--- src/hw/rtl/jsu_pkg.sv ---
package jsu_pkg;

  // Saturation point of the byte and character counts
  localparam int unsigned MaxChars = 65535;
  localparam int unsigned CountW   = $clog2(MaxChars + 1);

  // Depth of the queue between the classifier and the decoder
  localparam int unsigned QDepth = 2;
  localparam int unsigned QPtrW  = $clog2(QDepth);
  localparam int unsigned QCntW  = $clog2(QDepth + 1);

  localparam logic [7:0] ChQuote  = 8'h22;
  localparam logic [7:0] ChBslash = 8'h5C;
  localparam logic [7:0] ChLowerU = 8'h75;
  localparam logic [7:0] ChNul    = 8'h00;

  typedef enum logic [2:0] {
    StBusy    = 3'd0,
    StDone    = 3'd1,
    StBadEsc  = 3'd2,
    StBadHex  = 3'd3,
    StOver    = 3'd4,
    StEarly   = 3'd5,
    StNoQuote = 3'd6
  } status_e;

  // One classified input beat
  typedef struct packed {
    logic       first;
    logic       is_quote;
    logic       is_bslash;
    logic       is_nul;
    logic       is_u;
    logic       esc_ok;
    logic [7:0] esc_char;
    logic       hex_ok;
    logic [3:0] nibble;
    logic [7:0] raw;
  } item_t;

endpackage

--- src/hw/rtl/jsu_front.sv ---
module jsu_front (
  input  logic              in_valid_i,
  input  logic [7:0]        in_byte_i,
  input  logic              first_i,
  input  logic              push_ready_i,
  output logic              in_ready_o,
  output logic              push_valid_o,
  output jsu_pkg::item_t    push_item_o
);

  logic       esc_ok;
  logic [7:0] esc_char;
  logic       hex_ok;
  logic [3:0] nibble;

  // Map the single-letter escapes
  always_comb begin
    esc_ok   = 1'b1;
    esc_char = in_byte_i;
    unique case (in_byte_i)
      8'h22: esc_char = 8'h22;
      8'h5C: esc_char = 8'h5C;
      8'h2F: esc_char = 8'h2F;
      8'h62: esc_char = 8'h08;
      8'h66: esc_char = 8'h0C;
      8'h6E: esc_char = 8'h0A;
      8'h72: esc_char = 8'h0D;
      8'h74: esc_char = 8'h09;
      default: begin
        esc_ok   = 1'b0;
        esc_char = 8'h00;
      end
    endcase
  end

  // Hex digit in either case
  always_comb begin
    hex_ok = 1'b1;
    nibble = 4'h0;
    if (in_byte_i >= 8'h30 && in_byte_i <= 8'h39) begin
      nibble = 4'(in_byte_i - 8'h30);
    end else if (in_byte_i >= 8'h61 && in_byte_i <= 8'h66) begin
      nibble = 4'(in_byte_i - 8'h57);
    end else if (in_byte_i >= 8'h41 && in_byte_i <= 8'h46) begin
      nibble = 4'(in_byte_i - 8'h37);
    end else begin
      hex_ok = 1'b0;
    end
  end

  always_comb begin
    push_item_o.first     = first_i;
    push_item_o.is_quote  = (in_byte_i == jsu_pkg::ChQuote);
    push_item_o.is_bslash = (in_byte_i == jsu_pkg::ChBslash);
    push_item_o.is_nul    = (in_byte_i == jsu_pkg::ChNul);
    push_item_o.is_u      = (in_byte_i == jsu_pkg::ChLowerU);
    push_item_o.esc_ok    = esc_ok;
    push_item_o.esc_char  = esc_char;
    push_item_o.hex_ok    = hex_ok;
    push_item_o.nibble    = nibble;
    push_item_o.raw       = in_byte_i;
  end

  assign push_valid_o = in_valid_i;
  assign in_ready_o   = push_ready_i;

endmodule

--- src/hw/rtl/jsu_fifo.sv ---
module jsu_fifo (
  input  logic            clk_i,
  input  logic            rst_ni,
  input  logic            push_valid_i,
  input  jsu_pkg::item_t  push_item_i,
  output logic            push_ready_o,
  output logic            pop_valid_o,
  output jsu_pkg::item_t  pop_item_o,
  input  logic            pop_ready_i
);

  jsu_pkg::item_t                  mem_q [jsu_pkg::QDepth];
  logic [jsu_pkg::QPtrW-1:0]       wptr_q, wptr_d;
  logic [jsu_pkg::QPtrW-1:0]       rptr_q, rptr_d;
  logic [jsu_pkg::QCntW-1:0]       cnt_q, cnt_d;
  logic                            push, pop;

  assign push_ready_o = (cnt_q != jsu_pkg::QCntW'(jsu_pkg::QDepth));
  assign pop_valid_o  = (cnt_q != '0);
  assign pop_item_o   = mem_q[rptr_q];
  assign push         = push_valid_i && push_ready_o;
  assign pop          = pop_valid_o && pop_ready_i;

  always_comb begin
    wptr_d = wptr_q;
    rptr_d = rptr_q;
    cnt_d  = cnt_q;
    if (push) begin
      wptr_d = (wptr_q == jsu_pkg::QPtrW'(jsu_pkg::QDepth - 1)) ? '0 : wptr_q + 1'b1;
    end
    if (pop) begin
      rptr_d = (rptr_q == jsu_pkg::QPtrW'(jsu_pkg::QDepth - 1)) ? '0 : rptr_q + 1'b1;
    end
    if (push && !pop) begin
      cnt_d = cnt_q + 1'b1;
    end else if (pop && !push) begin
      cnt_d = cnt_q - 1'b1;
    end
  end

  always_ff @(posedge clk_i or negedge rst_ni) begin
    if (!rst_ni) begin
      wptr_q <= '0;
      rptr_q <= '0;
      cnt_q  <= '0;
    end else begin
      wptr_q <= wptr_d;
      rptr_q <= rptr_d;
      cnt_q  <= cnt_d;
    end
  end

  always_ff @(posedge clk_i) begin
    if (push) begin
      mem_q[wptr_q] <= push_item_i;
    end
  end

endmodule

--- src/hw/rtl/jsu_back.sv ---
module jsu_back (
  input  logic            clk_i,
  input  logic            rst_ni,
  input  logic            pop_valid_i,
  input  jsu_pkg::item_t  pop_item_i,
  output logic            pop_ready_o,
  output logic            res_valid_o,
  input  logic            res_ready_i,
  output logic [7:0]      out_byte_o,
  output logic            out_valid_o,
  output logic [2:0]      status_o,
  output logic [15:0]     consumed_o,
  output logic [15:0]     out_length_o
);

  localparam int unsigned CountW = jsu_pkg::CountW;
  localparam int unsigned ExtW   = CountW + 16;

  typedef enum logic [4:0] {
    PhIdle  = 5'b00001,
    PhPlain = 5'b00010,
    PhEsc   = 5'b00100,
    PhHex   = 5'b01000,
    PhHalt  = 5'b10000
  } phase_e;

  function automatic logic [CountW-1:0] sat_inc(input logic [CountW-1:0] v);
    if (v >= CountW'(jsu_pkg::MaxChars)) begin
      return CountW'(jsu_pkg::MaxChars);
    end
    return v + 1'b1;
  endfunction

  function automatic logic [15:0] report(input logic [CountW-1:0] v);
    logic [ExtW-1:0] ext;
    ext = ExtW'(v);
    if (ext > ExtW'(16'hFFFF)) begin
      return 16'hFFFF;
    end
    return ext[15:0];
  endfunction

  phase_e              phase_q, phase_d;
  logic [11:0]         hex_q, hex_d;
  logic [1:0]          digits_q, digits_d;
  logic [CountW-1:0]   in_cnt_q, in_cnt_d;
  logic [CountW-1:0]   out_cnt_q, out_cnt_d;
  jsu_pkg::status_e    last_q, st;
  logic                emit;
  logic [7:0]          ob;
  logic                rvalid_q;
  logic                take;

  // Take a queued beat whenever the result register is free or being drained
  assign pop_ready_o = !rvalid_q || res_ready_i;
  assign take        = pop_valid_i && pop_ready_o;

  always_comb begin
    phase_d   = phase_q;
    hex_d     = hex_q;
    digits_d  = digits_q;
    in_cnt_d  = in_cnt_q;
    out_cnt_d = out_cnt_q;
    st        = last_q;
    emit      = 1'b0;
    ob        = 8'h00;
    if (pop_item_i.first) begin
      hex_d     = '0;
      digits_d  = '0;
      in_cnt_d  = '0;
      out_cnt_d = '0;
      if (pop_item_i.is_quote) begin
        in_cnt_d = CountW'(1);
        phase_d  = PhPlain;
        st       = jsu_pkg::StBusy;
      end else begin
        phase_d = PhHalt;
        st      = jsu_pkg::StNoQuote;
      end
    end else if (phase_q == PhPlain || phase_q == PhEsc || phase_q == PhHex) begin
      in_cnt_d = sat_inc(in_cnt_q);
      st       = jsu_pkg::StBusy;
      if (pop_item_i.is_nul) begin
        st = jsu_pkg::StEarly;
      end else begin
        unique case (phase_q)
          PhPlain: begin
            if (pop_item_i.is_quote) begin
              st = jsu_pkg::StDone;
            end else if (pop_item_i.is_bslash) begin
              phase_d = PhEsc;
            end else begin
              ob   = pop_item_i.raw;
              emit = 1'b1;
            end
          end
          PhEsc: begin
            phase_d = PhPlain;
            if (pop_item_i.esc_ok) begin
              ob   = pop_item_i.esc_char;
              emit = 1'b1;
            end else if (pop_item_i.is_u) begin
              phase_d  = PhHex;
              hex_d    = '0;
              digits_d = '0;
            end else begin
              st = jsu_pkg::StBadEsc;
            end
          end
          default: begin
            if (!pop_item_i.hex_ok) begin
              st = jsu_pkg::StBadHex;
            end else if (digits_q == 2'd3) begin
              // Fourth digit: the top byte of the value must be zero
              digits_d = '0;
              hex_d    = {hex_q[7:0], pop_item_i.nibble};
              if (hex_q[11:4] != 8'h00) begin
                st = jsu_pkg::StOver;
              end else begin
                ob      = {hex_q[3:0], pop_item_i.nibble};
                emit    = 1'b1;
                phase_d = PhPlain;
              end
            end else begin
              hex_d    = {hex_q[7:0], pop_item_i.nibble};
              digits_d = digits_q + 1'b1;
            end
          end
        endcase
      end
      if (st != jsu_pkg::StBusy) begin
        phase_d = PhHalt;
      end
      if (emit) begin
        out_cnt_d = sat_inc(out_cnt_q);
      end
    end
  end

  always_ff @(posedge clk_i or negedge rst_ni) begin
    if (!rst_ni) begin
      phase_q   <= PhIdle;
      hex_q     <= '0;
      digits_q  <= '0;
      in_cnt_q  <= '0;
      out_cnt_q <= '0;
      last_q    <= jsu_pkg::StBusy;
      rvalid_q  <= 1'b0;
    end else begin
      if (take) begin
        phase_q   <= phase_d;
        hex_q     <= hex_d;
        digits_q  <= digits_d;
        in_cnt_q  <= in_cnt_d;
        out_cnt_q <= out_cnt_d;
        last_q    <= st;
        rvalid_q  <= 1'b1;
      end else if (res_ready_i) begin
        rvalid_q <= 1'b0;
      end
    end
  end

  always_ff @(posedge clk_i) begin
    if (take) begin
      out_byte_o   <= ob;
      out_valid_o  <= emit;
      status_o     <= st;
      consumed_o   <= report(in_cnt_d);
      out_length_o <= report(out_cnt_d);
    end
  end

  assign res_valid_o = rvalid_q;

endmodule

--- src/hw/rtl/json_string_unescape_decoder.sv ---
// Unescapes a quoted JSON string arriving one byte per beat, with first_i set on the
// opening quote. Every input beat yields exactly one result beat carrying the decoded
// byte (out_valid_o), the status (0 busy, 1 done, 2 bad escape, 3 bad hex, 4 \u value
// above 0xFF, 5 NUL before the closing quote, 6 no opening quote) and the byte and
// character counts, which saturate at 65535. After done or an error, beats are ignored
// until the next first_i. One byte is taken per cycle while the queue has room; a byte's
// result passes from the input into the two-entry classifier queue and from there into
// the decoder's result register before it appears on the result port. During an output
// stall the queue takes input until both its entries are full, then holds the input until
// after the stall ends, since a full queue takes no beat in the cycle it is popped.
module json_string_unescape_decoder (
  input  logic        clk_i,
  input  logic        rst_ni,
  input  logic        in_valid_i,
  output logic        in_ready_o,
  input  logic [7:0]  in_byte_i,
  input  logic        first_i,
  output logic        res_valid_o,
  input  logic        res_ready_i,
  output logic [7:0]  out_byte_o,
  output logic        out_valid_o,
  output logic [2:0]  status_o,
  output logic [15:0] consumed_o,
  output logic [15:0] out_length_o
);

  logic           push_valid, push_ready;
  jsu_pkg::item_t push_item;
  logic           pop_valid, pop_ready;
  jsu_pkg::item_t pop_item;

  jsu_front u_front (
    .in_valid_i   (in_valid_i),
    .in_byte_i    (in_byte_i),
    .first_i      (first_i),
    .push_ready_i (push_ready),
    .in_ready_o   (in_ready_o),
    .push_valid_o (push_valid),
    .push_item_o  (push_item)
  );

  jsu_fifo u_fifo (
    .clk_i        (clk_i),
    .rst_ni       (rst_ni),
    .push_valid_i (push_valid),
    .push_item_i  (push_item),
    .push_ready_o (push_ready),
    .pop_valid_o  (pop_valid),
    .pop_item_o   (pop_item),
    .pop_ready_i  (pop_ready)
  );

  jsu_back u_back (
    .clk_i        (clk_i),
    .rst_ni       (rst_ni),
    .pop_valid_i  (pop_valid),
    .pop_item_i   (pop_item),
    .pop_ready_o  (pop_ready),
    .res_valid_o  (res_valid_o),
    .res_ready_i  (res_ready_i),
    .out_byte_o   (out_byte_o),
    .out_valid_o  (out_valid_o),
    .status_o     (status_o),
    .consumed_o   (consumed_o),
    .out_length_o (out_length_o)
  );

endmodule

--- config.mk ---
export PLATFORM = sky130hd
export DESIGN_NAME = json_string_unescape_decoder
export DESIGN_NICKNAME = d
export VERILOG_FILES = /design/src/hw/rtl/jsu_pkg.sv /design/src/hw/rtl/jsu_front.sv /design/src/hw/rtl/jsu_fifo.sv /design/src/hw/rtl/jsu_back.sv /design/src/hw/rtl/json_string_unescape_decoder.sv
export SDC_FILE = /design/constraint.sdc
export NUM_CORES = 1
export LEC_CHECK = 0
export BUFFER_PORTS_ARGS = -buffer_cell sky130_fd_sc_hd__buf_2
export CAP_MARGIN = 15
export CORE_MARGIN = 3
export CORE_UTILIZATION = 60
export CTS_CLUSTER_DIAMETER = 30
export DETAILED_ROUTE_END_ITERATION = 6
export PLACE_DENSITY = 0.8
export SKIP_CTS_REPAIR_TIMING = 1
export SLEW_MARGIN = 20
export SYNTH_ARGS = -nofsm -noshare
export SYNTH_HDL_FRONTEND = slang
export SYNTH_SLANG_ARGS = --single-unit
--- constraint.sdc ---
create_clock -name clk_i -period 3.8 [get_ports clk_i]
set_clock_uncertainty 0.1 [all_clocks]
set_input_delay 0.38 -clock clk_i [delete_from_list [all_inputs] [get_ports clk_i]]
set_output_delay 0.38 -clock clk_i [all_outputs]
set_load 0.1 [all_outputs]
# [Word level (Yosys, flattened, before mapping)]
# Memories as Yosys holds them, arrays and structs flattened.
# Cells that the tools add are included.
[op_classes] addsub=10 order_cmp=8 eq_ne=22 mux=91 n_bitwise=1 reduce_logical=28
[ops] op="$mux 16" n=9
[ops] op="$mux 12" n=6
[ops] op="$eq 8x7->1 const B" n=7
[ops] op="$pmux 7 s8" n=1
[ops] op="$mux 5" n=11
[ops] op="$mux 8" n=6
[ops] op="$add 16x1->16 const B" n=2
[ops] op="$ge 16x16->1 const B" n=2
[ops] op="$mux 3" n=10
[ops] op="$mux 1" n=28
[ops] op="$pmux 12 s2" n=1
[ops] op="$mux 2" n=10
[ops] op="$eq 8x6->1 const B" n=2
[ops] op="$ge 8x7->1 const B" n=2
[ops] op="$le 8x7->1 const B" n=2
[ops] op="$mux 4" n=4
[ops] op="$pmux 8 s2" n=1
[ops] op="$pmux 5 s2" n=1
[ops] op="$reduce_bool 5->1" n=2
[ops] op="$ge 8x6->1 const B" n=1
[ops] op="$le 8x6->1 const B" n=1
[ops] op="$logic_not 8->1" n=1
[ops] op="$ne 4x4->1 const B" n=2
[ops] op="$reduce_and 8->1" n=1
[ops] op="28 further kinds" n=47
[totals] ff_bits=103 mem_bits_rw=52 in_bits=13 output_inout_bits=46 wordCells=176 n_memories=1
[memory_table] name="u_fifo.mem_q" words=2 width=26 rd=1 rd_clocked_by_memory_dff=0 write_ports=1 line_no="jsu_fifo.sv:12" rtl="jsu_pkg::item_t mem_q [jsu_pkg::QDepth];"

# [Longest topological paths before layout]
# Gate-level depths: netlist of the first run.
[depth] depth_word=15 ltp_mapped=9

# [Cells and area by module]
# Synthesis of the first run repeated with hierarchy kept, for this count alone.
[unflattened] hier_cells=736 hier_area_um2=8252.9
[by_module_without_submodules] module="jsu_back" instances=1 cells_each=563 area_per_inst_um2=5489.0
[by_module_without_submodules] module="jsu_fifo" instances=1 cells_each=102 area_per_inst_um2=2242.2
[by_module_without_submodules] module="jsu_front" instances=1 cells_each=71 area_per_inst_um2=521.8

# [Worst setup path after synthesis of the first run]
# OpenSTA, ideal clock, no wires.
[synth_path] path_kind="reg-to-reg" start="reg u_back.rvalid_q (netlist: u_back.res_valid_o)" end="reg u_back.consumed_o[0], enable pin" setup_time_ps=425 arrival_time_ps=2732 required_ps=3275 path_slack_ps=543 path_stages_with_launch=5 synth_period_minus_slack_ps=3257 cell_sequence="dfrtp_1 > nand2b_1 > o21ai_1 > inv_1 > clkbuf_1"
[synth_between] elab_chain_cells=3
[synth_lines] item="start: declaration" line_no="jsu_back.sv:51" rtl="logic rvalid_q;"
[synth_lines] item="start signal: assignment" line_no="jsu_back.sv:148" rtl="rvalid_q <= 1'b0;"
[synth_lines] item="start signal: assignment" line_no="jsu_back.sv:157" rtl="rvalid_q <= 1'b1;"
[synth_lines] item="start signal: assignment" line_no="jsu_back.sv:159" rtl="rvalid_q <= 1'b0;"
[synth_lines] item="$logic_not 1->1" line_no="jsu_back.sv:55" rtl="assign pop_ready_o = !rvalid_q || res_ready_i;"
[synth_lines] item="$logic_or 1x1->1" line_no="jsu_back.sv:55"
[synth_lines] item="$logic_and 1x1->1" line_no="jsu_back.sv:56" rtl="assign take = pop_valid_i && pop_ready_o;"
[synth_lines] item="via u_back.take" line_no="jsu_back.sv:52" rtl="logic take;"
[synth_lines] item="end signal: assignment" line_no="jsu_back.sv:169" rtl="consumed_o <= report(in_cnt_d);"
[synth_lines] item="end: declaration" line_no="jsu_back.sv:12" rtl="output logic [15:0] consumed_o,"
# The timed path passes the listed nets, and every way through them passes these cells.
# A chain may end at the register's enable or synchronous reset.

# [Worst setup path after layout of the first run]
[layout_path] start="reg u_back.phase_q[2]" end="reg u_back.out_length_o[10] (data pin)"
[layout_between] elab_chain_cells=8 elab_cells_between_ends=12
[layout_lines] item="start: declaration" line_no="jsu_back.sv:43" rtl="phase_e phase_q, phase_d;"
[layout_lines] item="start signal: assignment" line_no="jsu_back.sv:142" rtl="phase_q <= PhIdle;"
[layout_lines] item="start signal: assignment" line_no="jsu_back.sv:151" rtl="phase_q <= phase_d;"
[layout_lines] item="$eq 5x3->1 or $eq 5x2->1 (tied branches)" line_no="jsu_back.sv:80, jsu_back.sv:86"
[layout_lines] item="$pmux 1 s2" line_no="jsu_back.sv:86" rtl="unique case (phase_q)"
[layout_lines] item="$mux 1" line_no="jsu_back.sv:83" rtl="if (pop_item_i.is_nul) begin"
[layout_lines] item="$mux 1" line_no="jsu_back.sv:80" rtl="end else if (phase_q == PhPlain || phase_q == PhEsc || phase_q == PhHex) begin"
[layout_lines] item="$mux 1" line_no="jsu_back.sv:67" rtl="if (pop_item_i.first) begin"
[layout_lines] item="$mux 16" line_no="jsu_back.sv:134" rtl="if (emit) begin"
[layout_lines] item="$mux 16 (*)" line_no="jsu_back.sv:80"
[layout_lines] item="$mux 16 (*)" line_no="jsu_back.sv:67"
[layout_lines] item="via u_back.out_cnt_d[10]" line_no="jsu_back.sv:47" rtl="logic [CountW-1:0] out_cnt_q, out_cnt_d;"
[layout_lines] item="end signal: assignment" line_no="jsu_back.sv:170" rtl="out_length_o <= report(out_cnt_d);"
[layout_lines] item="end: declaration" line_no="jsu_back.sv:13" rtl="output logic [15:0] out_length_o"
# Mark *: on every way through the listed nets, which the timed path passes. The rest lies on a longest branch. The select of a mux whose other input is x is not followed.

==> impl_metrics.ini, run 1 <==
[timing]
period_minus_slack_ns = 3.08
tightestPinTransition_ns = 0.920
setup_tns_ns = 0
drv_slew = 0
hold_viol = 9
rsz0062_at_grt = no
setup_violations = 0
worst_slack_ns = 0.719
fmax_mhz = 325
holdWs_ns = -0.00773
slew_headroom_pct = 38.7
period_share_pct = 81.1

[place]
placed_area_mm2 = 0.00811
place_congestion = 0.978
dp_hpwl_mm = 11.9
place_ws_ns = 0.768
io_buffers = 58

[synthesis]
synth_area_per_cell_um2 = 11.1
netlist.area_leader.share_pct = 36.5
yosys.area.top_type = edfxtp_1
seq_area_frac_synth_pct = 55.7
yosysUniqueCellTypes = 77
netlist_area_mm2 = 0.00772
synthCells = 695
syn-num-nets = 717
ys_async_sr_fraction_pct = 38.6
synth-edff-count = 94
synth_seq_cells = 153
synth_area_leaders = edfxtp_1, dfrtp_1, a21oi_1
yosysWarnings = 0
synth_ff_type = edfxtp_1

[power_and_ir_drop]
p_total_mw = 7.59
cellLeakagePower_nw = 3.44
power_density_mw_per_mm2 = 863
ir_drop_uv = 425

[clocking]
cts_root_buffer = clkbuf_16
clockBufferDepth = 2
cts_tree = built
cts_made_buffers = 17
htreeDepth = 4
clk_pin_slew_ns = 0.06
clock-sinks = 153
clock_latency_ns = 0.42

[floorplan]
ioPinCount = 59
die_w_um = 119
initial_utilization_pct = 62.7
coreArea_mm2 = 0.0123
die_h_um = 119
rows = 40
die-area_mm2 = 0.0143

[routing]
drt-total-wl_mm = 17.7
drc = 0
vias = 5872
ant_nets = 0
via_per_inst = 6.37
wl_per_cell_um = 19.2
dr.pass1.iters = 6
drt_iter0_drc = 644

[critical_path]
end_kind = register
reg2reg_depth = 7
rr_endpoint = u_back.out_length_o[10]$_DFFE_PP_
worst_setup_path_start_kind = register
r2r_slack_ns = 0.72
required_ns = 3.92
cp.arrival_ns = 3.20
cp_max_fo = 15
crit_type = register to register
timing.rr.start = u_back.phase_q[2]$_DFFE_PN0P_

[grt]
antenna_found_initial = 0
grt_max_degree = 39
grtUsageTotal_pct = 25.6
grt_pass1_vias = 5668
grt_first_pass_wirelength_mm = 28.9
grt_overflow = 0

[outcome]
violations = hold timing
outcome = finished with violations

[cells_and_area]
num_antenna_cells = 0
most-common-layout-cells = edfxtp_1, buf_2, dfrtp_1
multi_input_area_mm2 = 0.00318
final_core_util_pct = 71.4
regArea_mm2 = 0.00430
fillCellCount = 883
finalInstanceArea_mm2 = 0.00879
drive_gt1_share_pct = 19.4
final_common_cell = edfxtp_1
area_growth_pct = 13.8
fin_nets = 763

[hold_path]
hold_class = primary input to asynchronous set/reset pin

[flow_run]
maxCapViolCount = 0
area by class of cell:
class	count	area share (%)
Sequential cell	153	48.9
Tap cell	168	2.39
Clock inverter	15	2.85
Clock buffer	17	4.84
Multi-Input combinational cell	488	36.2
Inverter	11	0.470
Timing Repair Buffer	70	4.33
metrics by stage:
stage | hold slack [ns] | instances
final | -0.00773 | 922
after global routing | 0.0379 | 922
after CTS | 0.0159 | 922
after detailed placement | 0.375 | 890
after global placement | 0.368 | 890
after floorplan | -0.0156 | 695
sequential cells by signal (all words and copies together), names as in the netlist:
register             count
u_back.consumed_o       16
u_back.digits_q          2
u_back.hex_q            12
u_back.in_cnt_q         16
u_back.last_q            3
u_back.out_byte_o        8
u_back.out_cnt_q        16
u_back.out_length_o     16
u_back.out_valid_o       1
u_back.phase_q           5
u_back.res_valid_o       1
u_back.status_o          3
u_fifo.cnt_q             2
u_fifo.mem_q            50
u_fifo.rptr_q            1
u_fifo.wptr_q            1
kinds of logic (layout without fill, tap and decap cells):
group / Yosys count / after routing / share of synthesized area (%)
AND/OR/NAND/NOR: 239 / 239 / 16.7
AO/OA/AOI/OAI: 186 / 186 / 16.2
flip-flops: 153 / 153 / 55.7
XOR/XNOR: 26 / 26 / 2.95
multiplexers: 28 / 28 / 3.82
buffers and inverters: 54 / 113 / 3.29
adder cells (fa/ha/maj): 9 / 9 / 1.46
routing by layer:
metal  GRT usage, %  share of wire (%)  vias to the layer above
li1               -                  -                     2723
met1           32.8                 41                     2850
met2           42.8                 50                      246
met3           5.75                6.5                       53
met4           9.81                2.3                        0
met5              0                  0                        -
synthesized netlist by cell type (all sizes together) (6+ instances only):
library cell	number
a211oi	7
a21oi	47
a22o	17
a31oi	16
and3	10
buf	21
clkbuf	22
dfrtp	58
edfxtp	94
ha	9
inv	11
mux2	9
mux2i	19
nand2	56
nand3	27
nand4	12
nor2	58
nor3	23
nor4	12
o211ai	6
o21a	6
o21ai	43
o22a	8
or2	6
or3	7
or4	6
xnor2	16
xor2	10
where the power goes:
group | internal, mW | switching, mW
Combinational | 0.679 | 2.49
Clock | 1.23 | 0.670
Sequential | 2.26 | 0.245
Total | 4.18 | 3.41
worst max path at each step:
stage	start	slack (ns)	to	cells past startpoint
3_3_place_gp	u_back.phase_q[2]$_DFFE_PN0P_	0.80	u_back.out_length_o[10]$_DFFE_PP_	7
3_5_place_dp	u_back.phase_q[2]$_DFFE_PN0P_	0.77	u_back.out_length_o[10]$_DFFE_PP_	7
2_1_floorplan	u_back.res_valid_o$_DFFE_PN0P_	0.54	u_back.consumed_o[0]$_DFFE_PP_	4
4_1_cts	u_back.phase_q[2]$_DFFE_PN0P_	0.74	u_back.out_length_o[10]$_DFFE_PP_	7
5_1_grt	u_back.phase_q[2]$_DFFE_PN0P_	0.57	u_back.consumed_o[13]$_DFFE_PP_	6
6_report	u_back.phase_q[2]$_DFFE_PN0P_	0.72	u_back.out_length_o[10]$_DFFE_PP_	7
critical path, stage by stage (launching register included):
cell      delay, ns
dfrtp_1        0.60
xor2_1         0.22
o211ai_1       0.35
buf_4          0.36
or4_1          0.55
nor2_2         0.23
a31oi_1        0.12
a211oi_1       0.33
No activity file was read; power rests on OpenSTA's default activity.
==> run 2: changes to the inputs <==
- ABC_AREA: not set -> 1
- CORE_UTILIZATION: 60 -> 61
- PLACE_DENSITY: 0.8 -> 0.81
- clock period: 3.8 -> 3.1 ns (I/O delays scaled with it)
==> run 2 against run 1 <==
  * The flow now finishes without violations
  * First-iteration DRC count increased by 7.3%
  * Sequential share of layout area fell by 0.71 points
  * Worst setup slack worse by 0.24 ns
  * Critical endpoint is now u_back.out_length_o[7]$_DFFE_PP_
  * Utilization is 1.0 points higher
  * Maximum frequency grew 18%
  * Design area increased by 1.5%
  * Sequential power rose by 23%
  * Combinational power grew 35%
  * Critical path depth is 5 higher
  * Synthesized cell count up 28%
==> impl_metrics.ini, run 2 <==
[synthesis]
yosys-top-cells-count = nand2_1, inv_1, edfxtp_1
synth-edff-count = 94
yosysWarnings = 0
synth_ff_type = edfxtp_1
netlist_area_mm2 = 0.00787
seq_area_frac_synth_pct = 54.6
synth_most_common_cell = nand2_1
netlist.area_leader.share_pct = 35.9
synth_seq_cells = 153
synth_area_per_cell_um2 = 8.86
synth_area_leaders = edfxtp_1, dfrtp_1, nand2_1
syn-num-nets = 910
synthCells = 888
yosysUniqueCellTypes = 47
ys_async_sr_fraction_pct = 38.6
yosys.area.top_type = edfxtp_1

[cells_and_area]
most-common-layout-cells = nand2_1, inv_1, edfxtp_1
fillCellCount = 888
final_common_cell = nand2_1
layout.cells.non_filler = 1132
largest_register_ffs = 50
regArea_mm2 = 0.00430
regMostFlops = u_fifo.mem_q
multi_input_area_mm2 = 0.00298
fin_nets = 973
area_growth_pct = 13.3
drive_gt1_share_pct = 15.4
num_antenna_cells = 0

[clocking]
cts_tree = built
clock_latency_ns = 0.43
clockBufferDepth = 2
clk_pin_slew_ns = 0.06
cts_made_buffers = 17
cts_root_buffer = clkbuf_16
htreeDepth = 4
clock-sinks = 153

[power_and_ir_drop]
p_total_mw = 9.37
intPower_mw = 4.78
switchingPower_mw = 4.59
pwr-share-clk_pct = 21.5
p_comb_share_pct = 45.7
cellLeakagePower_nw = 3.94
netSwitchingFraction_pct = 48.9
power_density_mw_per_mm2 = 1050
ir_drop_uv = 1280
seqPwrFrac_pct = 32.8

[timing]
setup_tns_ns = 0
hold_viol = 0
drv_slew = 0
setup_violations = 0
rsz0062_at_grt = no
slew_headroom_pct = 42.4
tightestPinTransition_ns = 0.865
fmax_mhz = 382
period_minus_slack_ns = 2.62
period_share_pct = 84.4

[place]
io_buffers = 58
dp_hpwl_mm = 11.5
dp_cells = 1097
place_congestion = 0.878

[outcome]
outcome = complete, no violations

[critical_path]
reg2reg_depth = 12
crit_path_start = u_fifo.rptr_q$_DFFE_PN0P_
cp.arrival_ns = 2.67
crit_type = register to register
timing.rr.start = u_fifo.rptr_q$_DFFE_PN0P_
worst_setup_path_start_kind = register
r2r_slack_ns = 0.48
cp_max_fo = 23
rr_endpoint = u_back.out_length_o[7]$_DFFE_PP_
end_kind = register
required_ns = 3.15

[grt]
grt_overflow = 0
grt_pass1_vias = 5920
grtUsageTotal_pct = 25.1
antenna_found_initial = 0
grt_first_pass_wirelength_mm = 28.6
grt_max_degree = 72

[floorplan]
die_h_um = 120
ioPinCount = 59
die_w_um = 120
initial_utilization_pct = 63.9
rows = 40
coreArea_mm2 = 0.0123
die-area_mm2 = 0.0143

[hold_path]
hold_class = primary input to register
min_from = in_byte_i[6]
whs_endpoint = u_fifo.mem_q[1][6]$_DFFE_PP_
min_path_cells = 1

[routing]
drt-total-wl_mm = 17.4
ant_nets = 0
dr.pass1.iters = 6
wl_per_cell_um = 15.3
via_per_inst = 5.53
vias = 6255
drc = 0
drt_iter0_drc = 691

[flow_run]
maxCapViolCount = 0
## run 2: through the flow
step / utilization [%] / setup slack [ns] / hold slack [ns] / cell area (µm²)
after floorplan: - / 0.189 / -0.0856 / 7870
after global placement: 67.5 / 0.585 / 0.329 / 8310
after detailed placement: 67.5 / 0.541 / 0.337 / 8310
after CTS: 72.2 / 0.484 / -0.119 / 8890
after global routing: 72.4 / 0.219 / 0.0163 / 8920
final: 72.4 / 0.483 / 0.0145 / 8920
## run 2: worst max-delay path, cell delays in order (launching register included)
cell	delay (ns)
dfrtp_1	0.38
inv_2	0.29
nand2_1	0.09
nand2_1	0.09
inv_1	0.06
nor2_2	0.29
nor2_1	0.14
nand2_4	0.12
nand2_2	0.31
inv_6	0.20
nand2_1	0.07
nand3_1	0.08
o21ai_0	0.10
## run 2: cell type report
type                            instances  share of cell area (%)
Sequential cell                       153                    48.2
Multi-Input combinational cell        588                    33.4
Inverter                              121                    5.15
Clock buffer                           18                    4.81
Timing Repair Buffer                   70                    4.35
Tap cell                              168                    2.36
Clock inverter                         14                    1.66
## run 2: how the worst max path moves through the flow
stage | end | slack (ns) | cells after the start
floorplan | u_fifo.mem_q[1][0]$_DFFE_PP_ | 0.19 | 4
global placement | u_back.out_length_o[2]$_DFFE_PP_ | 0.58 | 12
detailed placement | u_back.out_length_o[7]$_DFFE_PP_ | 0.54 | 12
CTS | u_back.out_length_o[7]$_DFFE_PP_ | 0.48 | 12
global route | u_back.out_length_o[7]$_DFFE_PP_ | 0.22 | 12
finish | u_back.out_length_o[7]$_DFFE_PP_ | 0.48 | 12
## run 2: cell families after synthesis
group           count (synthesis)  synth area share (%)
flops                         153                  54.6
simple gates                  438                  24.9
compound gates                128                  9.90
fa+ha+maj                       9                  1.43
xor+xnor                       13                  1.45
buf+inv                       147                  7.69
## run 2: power groups by stage
| stage | clock, mW | sequential [mW] | combinational [mW] |
|---|---|---|---|
| finish | 2.01 | 3.08 | 4.28 |
| floorplan | 0 | 4.88 | 1.73 |
| global route | 2.13 | 3.12 | 4.56 |
| global placement | 0 | 3.08 | 4.21 |
| CTS | 2.04 | 3.07 | 4.28 |
| detailed placement | 0 | 3.10 | 4.26 |
## run 2: metal layers
metal / GRT usage [%] / vias up / share of wire (%)
met5: 0 / - / 0
met4: 8.95 / 0 / 1.5
met3: 6.79 / 31 / 6.3
met2: 40.4 / 221 / 49
met1: 32.9 / 2925 / 43
li1: - / 3078 / -
